**src/design/hbs_ram.sv**
```systemverilog
module hbs_ram #(
   parameter int WIDTH = 8,
   parameter int DEPTH = 16
) (
   input  logic                     clock,
   input  logic                     we,
   input  logic [$clog2(DEPTH)-1:0] waddr,
   input  logic [WIDTH-1:0]         wdata,
   input  logic                     re,
   input  logic [$clog2(DEPTH)-1:0] raddr,
   output logic [WIDTH-1:0]         rdata
);
   logic [WIDTH-1:0] mem [DEPTH];
   logic [WIDTH-1:0] rdata_ff;

   always_ff @(posedge clock) begin
      if (we) begin
         mem[waddr] <= wdata;
      end
      if (re) begin
         rdata_ff <= mem[raddr];
      end
   end

   assign rdata = rdata_ff;
endmodule

```
**config.mk**
```make
export PLATFORM = sky130hd
export DESIGN_NAME = hbs_ram
export DESIGN_NICKNAME = d
export VERILOG_FILES = /design/src/design/hbs_ram.sv
export SDC_FILE = /design/constraint.sdc
export NUM_CORES = 1
export LEC_CHECK = 0
export ABC_AREA = 0
export BUFFER_PORTS_ARGS = -buffer_cell sky130_fd_sc_hd__buf_2
export CORE_UTILIZATION = 45
export CTS_CLUSTER_DIAMETER = 40
export DETAILED_ROUTE_END_ITERATION = 8
export PLACE_DENSITY = 0.62
export SKIP_CTS_REPAIR_TIMING = 1
export SLEW_MARGIN = 20
export SYNTH_ARGS = -nofsm -noshare
export SYNTH_HDL_FRONTEND = slang
export SYNTH_SLANG_ARGS = --single-unit
```
**constraint.sdc**
```tcl
create_clock -name clock -period 4.9 [get_ports clock]
set_clock_uncertainty 0.15 [all_clocks]
set_input_delay 0 -clock clock [delete_from_list [all_inputs] [get_ports clock]]
set_output_delay 0 -clock clock [all_outputs]
set_load 0.005 [all_outputs]
```
==> results.sh <==
export IMPL_power_total_mw=2.654
export IMPL_crit_slowest_cell="sky130_fd_sc_hd__dlygate4sd3_1"
export IMPL_die_width_um=109.8
export IMPL_drv_max_cap_violation_count=0
export IMPL_hold_ws_ns=0.01907
export IMPL_grt_pass1_vias=2424
export IMPL_leakage_nw=2.053
export IMPL_chipHeight_um=109.8
export IMPL_tritoncts="built"
export IMPL_grt_antenna_before_repair=0
export IMPL_clk_root_buffer_cell="sky130_fd_sc_hd__clkbuf_16"
export IMPL_cell_chain_critical_path="dlygate4sd3_1, buf_2, nor3_2, dlygate4sd3_1"
export IMPL_core_area_um2=11080
export IMPL_setup_ws_ns=3.040
export IMPL_ys_seq_elements=136
export IMPL_grt_overflow_total=0
export IMPL_crit_arrival_ns=1.75
export IMPL_dp_hpwl_mm=5.832
export IMPL_stages_on_the_worst_setup_path=4
export IMPL_post_route_min_period_ns=1.860
export IMPL_worst_path_most_repeated_cell="sky130_fd_sc_hd__dlygate4sd3_1"
export IMPL_worst_setup_path_type="input pin to register"
export IMPL_max_freq_mhz=537.7
export IMPL_crit_fanout=8
export IMPL_clock_sink_count=136
export IMPL_r2r_end="rdata[2]"
export IMPL_synth_area_per_cell_um2=22.83
export IMPL_path_buf_inv=3
export IMPL_critical_path_startpoint_type="input pin"
export IMPL_antenna_cells=0
export IMPL_synth_warning_count=0
export IMPL_mappedNetlistNets=248
export IMPL_timing_final_setup_violations=0
export IMPL_clockBufferDepth=2
export IMPL_floorplan_initialDensity_pct=47.19
export IMPL_synthCells=229
export IMPL_detail_route_iter0_violations=138
export IMPL_layout_cells_most_common_list="sky130_fd_sc_hd__edfxtp_1, sky130_fd_sc_hd__buf_2, sky130_fd_sc_hd__mux4_2"
export IMPL_nNetsFinal=297
export IMPL_remaining_drc_errors=0
export IMPL_wire_per_inst_um=22.32
export IMPL_clock_tree_htree_level_count=4
export IMPL_io_pins=27
export IMPL_placement_setup_worst_slack_ns=2.574
export IMPL_grt_setup_unrepaired="false"
export IMPL_nFillCells=846
export IMPL_most_common_library_cell_in_the_layout_ignoring_fill_and_taps="sky130_fd_sc_hd__edfxtp_1"
export IMPL_post_synth_top_area_fraction_pct=78.12
export IMPL_via_count=2444
export IMPL_worst_slew_pin_slew_ns=1.028
export IMPL_min_period_over_period_pct=37.95
export IMPL_critical_path_max_stage_delay_ns=0.90
export IMPL_area_of_the_multi_input_gates_um2=1062
export IMPL_critical_path_startpoint="waddr[0]"
export IMPL_area_enclosed_by_the_die_boundary_um2=12050
export IMPL_clock_insertion_delay_worst_skew_ns=0.41
export IMPL_netlist_top_cell_by_area="sky130_fd_sc_hd__edfxtp_1"
export IMPL_worst_r2r_cell_count=3
export IMPL_synth_top_cells_by_area="sky130_fd_sc_hd__edfxtp_1, sky130_fd_sc_hd__mux4_2, sky130_fd_sc_hd__mux4_1, sky130_fd_sc_hd__a22oi_1, sky130_fd_sc_hd__nor2_1"
export IMPL_port_buffers=26
export IMPL_grt_total_usage_pct=17.96
export IMPL_synth_seq_area_share_pct=78.12
export IMPL_numCtsBuffers=17
export IMPL_final_core_util_pct=55.57
export IMPL_report_final_hold_viol_count=0
export IMPL_wl_mm=9.621
export IMPL_drt_pre_antenna_iters=4
export IMPL_vias_cell=5.671
export IMPL_worst_ir_drop_vdd_mv=0.2450
export IMPL_worst_hold_path_type="input pin to register"
export IMPL_detail_route_antenna_nets=0
export IMPL_slew_headroom_pct=31.19
export IMPL_run_status="completed"
export IMPL_final_setup_tns_ns=0
export IMPL_syn2layout_area_growth_pct=17.76
export IMPL_globalplace_congestion=0.6718
export IMPL_grt_max_degree=33
export IMPL_clk_transition_reported_paths_ns=0.05
export IMPL_rows=38
export IMPL_powerDensity_nw_per_um2=431.1
export IMPL_timing_max_transition_violations_final=0
export IMPL_drive_gt1_share_pct=25.43
export IMPL_worstReg2RegStart="mem[1][2]"
export IMPL_reg2reg_slack_ns=3.26
export IMPL_worst_setup_path_endpoint="mem[12][4]"
export IMPL_cp_data_required_time_ns=4.79
export IMPL_layout_area_seq_um2=4084
export IMPL_critPathTopFamily="buffers and inverters"
export IMPL_synth_distinct_cells=18
export IMPL_synth_cell_area_um2=5228
export IMPL_timing_critical_path_to_type="register"
export IMPL_grt_pass1_wl_mm=14.43
## report_power, final
group	internal, mW	switching (mW)
sequential	1.31	0.00660
clock	0.788	0.431
combinational	0.0510	0.0658
## synthesized netlist by cell type
cell / instances
sky130_fd_sc_hd__nand2b_1: 2
sky130_fd_sc_hd__buf_6: 3
sky130_fd_sc_hd__a22oi_1: 16
sky130_fd_sc_hd__mux4_1: 14
sky130_fd_sc_hd__and2_1: 1
sky130_fd_sc_hd__nor2b_1: 1
sky130_fd_sc_hd__buf_4: 1
sky130_fd_sc_hd__mux4_2: 18
sky130_fd_sc_hd__or3b_2: 1
sky130_fd_sc_hd__nand2_1: 9
sky130_fd_sc_hd__nand3b_1: 2
sky130_fd_sc_hd__nor2_1: 13
sky130_fd_sc_hd__clkdlybuf4s25_2: 3
sky130_fd_sc_hd__nand3_1: 1
sky130_fd_sc_hd__edfxtp_1: 136
sky130_fd_sc_hd__and2b_1: 1
sky130_fd_sc_hd__buf_2: 3
sky130_fd_sc_hd__nor3_1: 4
## through the flow
step                std cells  area, µm²
finish                    431       6156
global route              431       6156
CTS                       420       6043
detailed placement        388       5474
global placement          388       5474
floorplan                 229       5228
## registers in the layout, indices dropped and copies added (netlist names)
name	flops
mem	128
rdata	8
## final cells by class
cell class	count	share of cell area (%)
clock buffers	20	7.094
clock inverters	12	2.154
multi-input cells	83	17.26
flip-flops and latches	136	66.34
well taps	140	2.846
repair buffers	40	4.309
## routing by layer
| layer | share of wire, % | wire, µm | GRT usage (%) |
|---|---|---|---|
| met1 | 43 | 4170 | 24.33 |
| met2 | 51 | 4952 | 28.04 |
| met3 | 4.4 | 419 | 4.564 |
| met5 | 0 | 0 | 0 |
| met4 | 0.81 | 78 | 7.143 |
## kinds of logic (layout without fill, tap and decap cells)
logic type	Yosys count	count (layout)	synth area share, %
and+or+nand+nor	35	35	3.136
muxes	32	32	14.79
AOI/OAI and AO/OA	16	16	2.298
DFF	136	136	78.12
buffers and inverters	10	72	1.651
## worst reg2reg max path, stage by stage, from the launching register on
cell,delay (ns)
sky130_fd_sc_hd__edfxtp_1,0.36
sky130_fd_sc_hd__mux4_1,0.52
sky130_fd_sc_hd__a22oi_1,0.26
sky130_fd_sc_hd__nand2_1,0.10
## worst min-delay path by stage
stage	slack, ns	to	startpoint	cells past startpoint
4_1_cts	-0.20	rdata[0]	re	1
3_5_place_dp	0.23	rdata[0]	re	1
6_report	0.02	mem[0][5]	waddr[1]	3
3_3_place_gp	0.24	mem[6][5]	wdata[5]	1
5_1_grt	0.04	mem[0][5]	waddr[1]	3
2_1_floorplan	-0.05	mem[0][0]	wdata[0]	0
Note: power is estimated with default switching activity, not from simulation.
